### src/mpsd_pkg.sv
// Package: shared types, constants and level tables of the motor pulse speed decoder.
`default_nettype none
package mpsd_pkg;

  localparam int unsigned TIME_W   = 32;
  localparam int unsigned GAP_W    = 20;
  localparam int unsigned COUNT_W  = 5;
  localparam int unsigned LEVEL_W  = 4;
  localparam int unsigned CFG_IDX_W = 1;
  localparam int unsigned CFG_DATA_W = GAP_W;
  localparam int unsigned OUT_TDATA_W = 8;

  localparam logic [CFG_IDX_W-1:0] REG_GAP_LIMIT  = 1'd0;
  localparam logic [CFG_IDX_W-1:0] REG_FULL_SPEED = 1'd1;

  localparam logic [GAP_W-1:0]   GAP_LIMIT_RST  = 20'd15000;
  localparam logic [COUNT_W-1:0] FULL_SPEED_RST = 5'd14;
  localparam logic [COUNT_W-1:0] COUNT_MAX      = 5'd31;

  localparam logic [LEVEL_W-1:0] LEVEL_NONE        = 4'd0;
  localparam logic [LEVEL_W-1:0] LEVEL_MEDIUM_FULL = 4'd4;
  localparam logic [LEVEL_W-1:0] LEVEL_HIGH_FULL   = 4'd8;

  typedef struct packed {
    logic [TIME_W-1:0] event_time;
    logic              line_is_high;
  } edge_item_t;

  typedef struct packed {
    logic       valid;
    edge_item_t item;
  } queue_head_t;

  function automatic logic [LEVEL_W-1:0] medium_level(input logic [COUNT_W-1:0] n);
    logic [LEVEL_W-1:0] lvl;
    case (n)
      5'd5, 5'd6: lvl = 4'd1;
      5'd9:       lvl = 4'd2;
      5'd13:      lvl = 4'd3;
      default:    lvl = LEVEL_NONE;
    endcase
    return lvl;
  endfunction

  function automatic logic [LEVEL_W-1:0] high_level(input logic [COUNT_W-1:0] n);
    logic [LEVEL_W-1:0] lvl;
    case (n)
      5'd4:    lvl = 4'd5;
      5'd6:    lvl = 4'd6;
      5'd9:    lvl = 4'd7;
      default: lvl = LEVEL_NONE;
    endcase
    return lvl;
  endfunction

endpackage
`default_nettype wire

### src/mpsd_queue.sv
// Two-entry queue that takes edge transactions in and hands them to the decoder.
`default_nettype none
module mpsd_queue (
  input  wire logic                clk,
  input  wire logic                rst_n,
  input  wire logic                push,
  input  wire mpsd_pkg::edge_item_t push_item,
  output logic                     not_full,
  input  wire logic                pop,
  output mpsd_pkg::queue_head_t    head
);
  import mpsd_pkg::*;

  edge_item_t  mem [2];
  logic        wr_ptr_r, wr_ptr_nxt;
  logic        rd_ptr_r, rd_ptr_nxt;
  logic [1:0]  count_r, count_nxt;
  logic        do_push, do_pop;

  assign not_full   = (count_r != 2'd2);
  assign do_push    = push && not_full;
  assign do_pop     = pop && (count_r != 2'd0);
  assign head.valid = (count_r != 2'd0);
  assign head.item  = mem[rd_ptr_r];

  always_comb begin
    wr_ptr_nxt = do_push ? ~wr_ptr_r : wr_ptr_r;
    rd_ptr_nxt = do_pop ? ~rd_ptr_r : rd_ptr_r;
    count_nxt  = count_r;
    if (do_push && !do_pop) begin
      count_nxt = count_r + 2'd1;
    end else if (do_pop && !do_push) begin
      count_nxt = count_r - 2'd1;
    end
  end

  always_ff @(posedge clk) begin
    if (!rst_n) begin
      wr_ptr_r <= 1'b0;
      rd_ptr_r <= 1'b0;
      count_r  <= 2'd0;
    end else begin
      wr_ptr_r <= wr_ptr_nxt;
      rd_ptr_r <= rd_ptr_nxt;
      count_r  <= count_nxt;
    end
  end

  always_ff @(posedge clk) begin
    if (do_push) begin
      mem[wr_ptr_r] <= push_item;
    end
  end

endmodule
`default_nettype wire

### src/mpsd_core.sv
// Burst counter, gap check and level decoder with its output register.
`default_nettype none
module mpsd_core (
  input  wire logic                          clk,
  input  wire logic                          rst_n,
  input  wire logic                          cfg_wr_en,
  input  wire logic [mpsd_pkg::CFG_IDX_W-1:0]  cfg_index,
  input  wire logic [mpsd_pkg::CFG_DATA_W-1:0] cfg_wr_data,
  input  wire mpsd_pkg::queue_head_t         head,
  output logic                               pop,
  output logic                               out_valid,
  input  wire logic                          out_ready,
  output logic [mpsd_pkg::LEVEL_W-1:0]       out_level,
  output logic                               out_changed
);
  import mpsd_pkg::*;

  logic [GAP_W-1:0]   gap_limit_r;
  logic [COUNT_W-1:0] full_speed_r;
  logic [COUNT_W-1:0] burst_count_r, burst_count_nxt;
  logic [COUNT_W-1:0] prior_medium_r, prior_medium_nxt;
  logic [TIME_W-1:0]  prior_time_r, prior_time_nxt;
  logic [LEVEL_W-1:0] level_r, level_nxt;
  logic               out_valid_r, out_valid_nxt;
  logic [LEVEL_W-1:0] out_level_r;
  logic               out_changed_r, changed_nxt;

  logic [COUNT_W-1:0] count_inc;
  logic [TIME_W-1:0]  gap;
  logic               closed, ignored;
  logic [LEVEL_W-1:0] decoded;

  assign pop         = head.valid && (!out_valid_r || out_ready);
  assign out_valid   = out_valid_r;
  assign out_level   = out_level_r;
  assign out_changed = out_changed_r;

  always_comb begin
    count_inc = (burst_count_r == COUNT_MAX) ? COUNT_MAX : burst_count_r + 5'd1;
    gap       = head.item.event_time - prior_time_r;
    closed    = gap > {{(TIME_W-GAP_W){1'b0}}, gap_limit_r};
    ignored   = closed && !head.item.line_is_high && (prior_medium_r == count_inc);

    decoded          = LEVEL_NONE;
    burst_count_nxt  = count_inc;
    prior_medium_nxt = prior_medium_r;
    if (closed) begin
      if (!head.item.line_is_high) begin
        decoded          = medium_level(count_inc);
        prior_medium_nxt = count_inc;
      end else begin
        decoded = high_level(count_inc);
      end
      burst_count_nxt = '0;
    end else if (count_inc >= full_speed_r) begin
      decoded         = head.item.line_is_high ? LEVEL_HIGH_FULL : LEVEL_MEDIUM_FULL;
      burst_count_nxt = '0;
    end

    level_nxt      = level_r;
    changed_nxt    = 1'b0;
    prior_time_nxt = head.item.event_time;
    if (ignored) begin
      burst_count_nxt  = count_inc;
      prior_medium_nxt = prior_medium_r;
      prior_time_nxt   = prior_time_r;
    end else if ((decoded != LEVEL_NONE) && (decoded != level_r)) begin
      level_nxt   = decoded;
      changed_nxt = 1'b1;
    end

    out_valid_nxt = pop ? 1'b1 : (out_valid_r && !out_ready);
  end

  always_ff @(posedge clk) begin
    if (!rst_n) begin
      gap_limit_r    <= GAP_LIMIT_RST;
      full_speed_r   <= FULL_SPEED_RST;
      burst_count_r  <= '0;
      prior_medium_r <= '0;
      prior_time_r   <= '0;
      level_r        <= LEVEL_NONE;
      out_valid_r    <= 1'b0;
    end else begin
      if (cfg_wr_en && (cfg_index == REG_GAP_LIMIT)) begin
        gap_limit_r <= cfg_wr_data;
      end
      if (cfg_wr_en && (cfg_index == REG_FULL_SPEED)) begin
        full_speed_r <= cfg_wr_data[COUNT_W-1:0];
      end
      if (pop) begin
        burst_count_r  <= burst_count_nxt;
        prior_medium_r <= prior_medium_nxt;
        prior_time_r   <= prior_time_nxt;
        level_r        <= level_nxt;
      end
      out_valid_r <= out_valid_nxt;
    end
  end

  always_ff @(posedge clk) begin
    if (pop) begin
      out_level_r   <= level_nxt;
      out_changed_r <= changed_nxt;
    end
  end

endmodule
`default_nettype wire

### src/motor_pulse_speed_decoder.sv
// Top level of the motor pulse speed decoder: edge queue, decoder and checks.
//
//  channel | direction | handshake        | contents
//  in_     | slave     | tvalid/tready    | tdata event_time, tuser line_is_high
//  out_    | master    | tvalid/tready    | tdata speed_level, tuser level_changed
//  cfg_    | write     | cfg_wr_en        | cfg_index, cfg_wr_data
//
// One transaction a cycle sustained while out_tready stays high; a taken edge is
// registered in the two-entry queue and its result in the decoder's output register.
// Decoder next state: a 32-bit subtract, a compare and a table, registered on pop.
// A stalled output holds the result; the queue keeps taking edges until full.
// Reset is synchronous; it clears state but not queue storage or output data regs.
`default_nettype none
module motor_pulse_speed_decoder (
  input  wire logic                             clk,
  input  wire logic                             rst_n,
  input  wire logic                             in_tvalid,
  output logic                                  in_tready,
  input  wire logic [mpsd_pkg::TIME_W-1:0]      in_tdata,    // [31:0] event_time
  input  wire logic [0:0]                       in_tuser,    // [0] line_is_high
  output logic                                  out_tvalid,
  input  wire logic                             out_tready,
  output logic [mpsd_pkg::OUT_TDATA_W-1:0]      out_tdata,   // [3:0] speed_level
  output logic [0:0]                            out_tuser,   // [0] level_changed
  input  wire logic                             cfg_wr_en,
  input  wire logic [mpsd_pkg::CFG_IDX_W-1:0]   cfg_index,
  input  wire logic [mpsd_pkg::CFG_DATA_W-1:0]  cfg_wr_data
);
  import mpsd_pkg::*;

  edge_item_t         push_item;
  queue_head_t        head;
  logic               pop;
  logic [LEVEL_W-1:0] out_level;
  logic               out_changed;

  assign push_item.event_time   = in_tdata;
  assign push_item.line_is_high = in_tuser[0];

  mpsd_queue u_queue (
    .clk       (clk),
    .rst_n     (rst_n),
    .push      (in_tvalid),
    .push_item (push_item),
    .not_full  (in_tready),
    .pop       (pop),
    .head      (head)
  );

  mpsd_core u_core (
    .clk         (clk),
    .rst_n       (rst_n),
    .cfg_wr_en   (cfg_wr_en),
    .cfg_index   (cfg_index),
    .cfg_wr_data (cfg_wr_data),
    .head        (head),
    .pop         (pop),
    .out_valid   (out_tvalid),
    .out_ready   (out_tready),
    .out_level   (out_level),
    .out_changed (out_changed)
  );

  assign out_tdata = {{(OUT_TDATA_W-LEVEL_W){1'b0}}, out_level};
  assign out_tuser = out_changed;

  a_changed_nonzero: assert property (@(posedge clk) disable iff (!rst_n)
    out_tvalid && out_tuser[0] |-> out_tdata[LEVEL_W-1:0] != LEVEL_NONE)
    else $error("level change reported with no level");

  a_level_range: assert property (@(posedge clk) disable iff (!rst_n)
    out_tvalid |-> out_tdata[LEVEL_W-1:0] <= LEVEL_HIGH_FULL)
    else $error("speed level out of range");

  a_pop_shows: assert property (@(posedge clk) disable iff (!rst_n)
    pop |=> out_tvalid)
    else $error("decoded edge produced no result");

  a_pop_needs_slot: assert property (@(posedge clk) disable iff (!rst_n)
    pop |-> head.valid && (!out_tvalid || out_tready))
    else $error("decoder took an edge with no room for its result");

endmodule
`default_nettype wire
### config.mk
export PLATFORM = sky130hd
export DESIGN_NAME = motor_pulse_speed_decoder
export DESIGN_NICKNAME = d
export VERILOG_FILES = /design/src/mpsd_pkg.sv /design/src/mpsd_queue.sv /design/src/mpsd_core.sv /design/src/motor_pulse_speed_decoder.sv
export SDC_FILE = /design/constraint.sdc
export NUM_CORES = 1
export LEC_CHECK = 0
export ABC_AREA = 1
export BUFFER_PORTS_ARGS = -buffer_cell sky130_fd_sc_hd__buf_2
export CAP_MARGIN = 20
export CORE_ASPECT_RATIO = 1.1
export CORE_MARGIN = 5
export CORE_UTILIZATION = 28
export CTS_BUF_LIST = sky130_fd_sc_hd__clkbuf_4
export DETAILED_ROUTE_END_ITERATION = 12
export PLACE_DENSITY_LB_ADDON = 0.05
export SLEW_MARGIN = 20
export SYNTH_ARGS = -nofsm -noshare
export SYNTH_HDL_FRONTEND = slang
export SYNTH_SLANG_ARGS = --single-unit
export TNS_END_PERCENT = 5
### constraint.sdc
create_clock -name clk -period 5.45 [get_ports clk]
set_input_delay 0.2725 -clock clk [delete_from_list [all_inputs] [get_ports clk]]
set_output_delay 0.2725 -clock clk [all_outputs]
set_load 0.005 [all_outputs]
==> impl_metrics.env <==
export IMPL_total_power_uw=6830
export IMPL_syn_area_mm2=0.00896
export IMPL_die_w_um=181
export IMPL_wl_per_cell_um=13.7
export IMPL_gp_congestion=0.826
export IMPL_leakage_uw=0.00512
export IMPL_met1_usage=0.185
export IMPL_portBuffers=65
export IMPL_root_buffer="clkbuf_4"
export IMPL_crit_path_end_kind="flip-flop"
export IMPL_row_count=68
export IMPL_syn_area_per_cell_um2=7.56
export IMPL_drcViolationCount=0
export IMPL_cts_buffer_depth=2
export IMPL_drv_slew=0
export IMPL_fp_dieH_um=198
export IMPL_seq_area_frac_synth=0.410
export IMPL_layout_common_cells="nand2_1, inv_1, a21oi_1, nor2_1, dfxtp_1"
export IMPL_core_mm2=0.0315
export IMPL_synth_distinct_cells=40
export IMPL_ios=70
export IMPL_path_max_fanout=28
export IMPL_wl_um=23800
export IMPL_syn_inst=1186
export IMPL_use_met3=0.0267
export IMPL_synth_area_leaders="edfxtp_1, dfxtp_1, nand2_1"
export IMPL_rsz0062_at_grt="no"
export IMPL_crit_arrival_ns=5.30
export IMPL_finalHoldViolCount=0
export IMPL_ir_worst_vdd_mv=0.207
export IMPL_worstHoldStart="cfg_index"
export IMPL_worstHoldPathType="input port to flip-flop"
export IMPL_yosys_area_top_type="edfxtp_1"
export IMPL_cts_buffers_inserted=17
export IMPL_tritoncts="built"
export IMPL_nets=1430
export IMPL_syn_to_final_growth_pct=19.3
export IMPL_crit_top_cell="nand2_1"
export IMPL_clock_fmax_mhz=208
export IMPL_drive_gt1_frac=0.114
export IMPL_start_util=0.285
export IMPL_antenna_found_initial=1
export IMPL_fin_crit_ns=4.80
export IMPL_mostFrequentLayoutCell="nand2_1"
export IMPL_drt_iter0_markers=327
export IMPL_worstMarginPinSlew_ns=0.720
export IMPL_grt_pass1_wl_um=39200
export IMPL_vias=7465
export IMPL_grt_pass1_vias=7400
export IMPL_placed_area_mm2=0.00980
export IMPL_final_antenna_net_count=0
export IMPL_ys_seq_elements=148
export IMPL_skew_ns=0.0384
export IMPL_required_ns=5.95
export IMPL_vias_per_cell=4.28
export IMPL_use_met2=0.231
export IMPL_grt_ovfl_total=0
export IMPL_grt_start_max_net_pins=64
export IMPL_tns_ns=0
export IMPL_path_clk_slew_ns=0.15
export IMPL_critPathKind="flip-flop to flip-flop"
export IMPL_fin_util=0.340
export IMPL_yosysTopAreaCellShare=0.238
export IMPL_slew_headroom=0.520
export IMPL_busiest_layer="met2"
export IMPL_insertion_delay_ns=0.57
export IMPL_finalSetupViolations=0
export IMPL_yosysWarnings=0
export IMPL_dieArea_mm2=0.0357
export IMPL_status="finished, final reports clean"
export IMPL_h_tree_depth=4
export IMPL_power_density_mw_per_mm2=639
export IMPL_dpl_hpwl_um=18200
export IMPL_max_stage_delay_ns=0.49
export IMPL_ff2ff_setup_slack_ns=0.65
export IMPL_period_share=0.881
export IMPL_cts_sinks=148
export IMPL_cap_violations=0
export IMPL_fillCellCount=3439
export IMPL_drt_first_pass_iters=7
export IMPL_fin_area_mm2=0.0107
export IMPL_grt_usage=0.138
export IMPL_worst_setup_path_start_kind="flip-flop"
export IMPL_slowest_stage="nor4_1"
-- where the power goes --
group          internal [uW]  total, uW  switching (uW)
clock network            406        818             412
registers               1460       1550            91.0
logic                   1570       4460            2890
-- timing repair --
action / 4_1_cts / 5_1_grt
buffers inserted: 0 / 0
setup endpoints to repair: 0 / 35
hold buffers: 56 / 0
gates resized for setup: 0 / 2
hold endpoints to repair: 92 / 0
-- path summary, 6_finish.rpt --
kind                                    to  cells past startpoint
setup / recovery  u_core.prior_medium_r[3]                     26
hold / removal      u_core.full_speed_r[0]                      4
setup reg to reg  u_core.prior_medium_r[3]                     26
hold reg to reg    u_core.prior_time_r[28]                      2
-- cells in the mapped netlist (all sizes together) --
cell and number:
fa 1, o21bai 3, inv 217, mux2i 2, dfxtp 77, conb 1, a21oi 86, nor4 1
mux2 30, and3 1, edfxtp 71, nand3 43, a211oi 3, nor2 86, xnor2 3, clkinv 1
nand3b 3, xor2 24, a31oi 5, clkbuf 17, nor3 5, nand4 18, and2 7, or2 1
o211ai 10, ha 59, nand2 343, buf 10, o21ai 58
-- worst max-delay path, delay by kind of cell (launching register included) --
| kind | cells | cell delay, ns |
|---|---|---|
| AND/OR/NAND/NOR | 16 | 2.14 |
| adder cells (fa/ha/maj) | 2 | 0.70 |
| buffers and inverters | 4 | 0.52 |
| flip-flops | 1 | 0.48 |
| multiplexers | 1 | 0.36 |
| XOR/XNOR | 1 | 0.27 |
| AO/OA/AOI/OAI | 2 | 0.25 |
-- cell families after synthesis --
group                    Yosys count  synth area share
flip-flops                       148             0.410
adder cells (fa/ha/maj)           60            0.0846
multiplexers                      32            0.0399
XOR/XNOR                          27            0.0264
AND/OR/NAND/NOR                  508             0.237
AO/OA/AOI/OAI                    165            0.0973
buffers and inverters            245             0.105
other                              1          0.000418
-- metrics by stage --
stage	hold slack (ns)	setup WS, ns	std cells
floorplan	0.371	1.29	1189
global placement	0.439	0.275	1656
detailed placement	0.448	0.314	1656
CTS	0.0164	0.266	1744
global route	0.0975	0.100	1746
finish	0.113	0.647	1746
-- layer usage --
metal	vias to the layer above	wire [um]
met5	-	0
met4	0	206
met3	9	657
met2	89	11100
met1	3329	11900
li1	4038	-
-- cell type report --
| type | instances | area [um2] | area share |
|---|---|---|---|
| diodes | 2 | 5.00 | 0.000468 |
| clock inverters | 14 | 190 | 0.0178 |
| flip-flops and latches | 148 | 3680 | 0.344 |
| repair buffers | 130 | 966 | 0.0903 |
| well taps | 420 | 526 | 0.0491 |
| clock buffers | 18 | 135 | 0.0126 |
| multi-input cells | 796 | 4380 | 0.409 |
| inverters | 218 | 820 | 0.0766 |
-- sequential cells by signal (all words and copies together) (netlist names), named ones only --
name / flops
u_queue.mem: 66
u_core.prior_time_r: 32
u_core.gap_limit_r: 20
u_core.burst_count_r: 5
u_core.full_speed_r: 5
u_core.prior_medium_r: 5
u_core.level_r: 4
u_core.out_level: 4
u_queue.count_r: 2
u_core.out_changed: 1
u_core.out_valid: 1
u_queue.rd_ptr_r: 1
u_queue.wr_ptr_r: 1
Power figures use the tool's default switching activity.
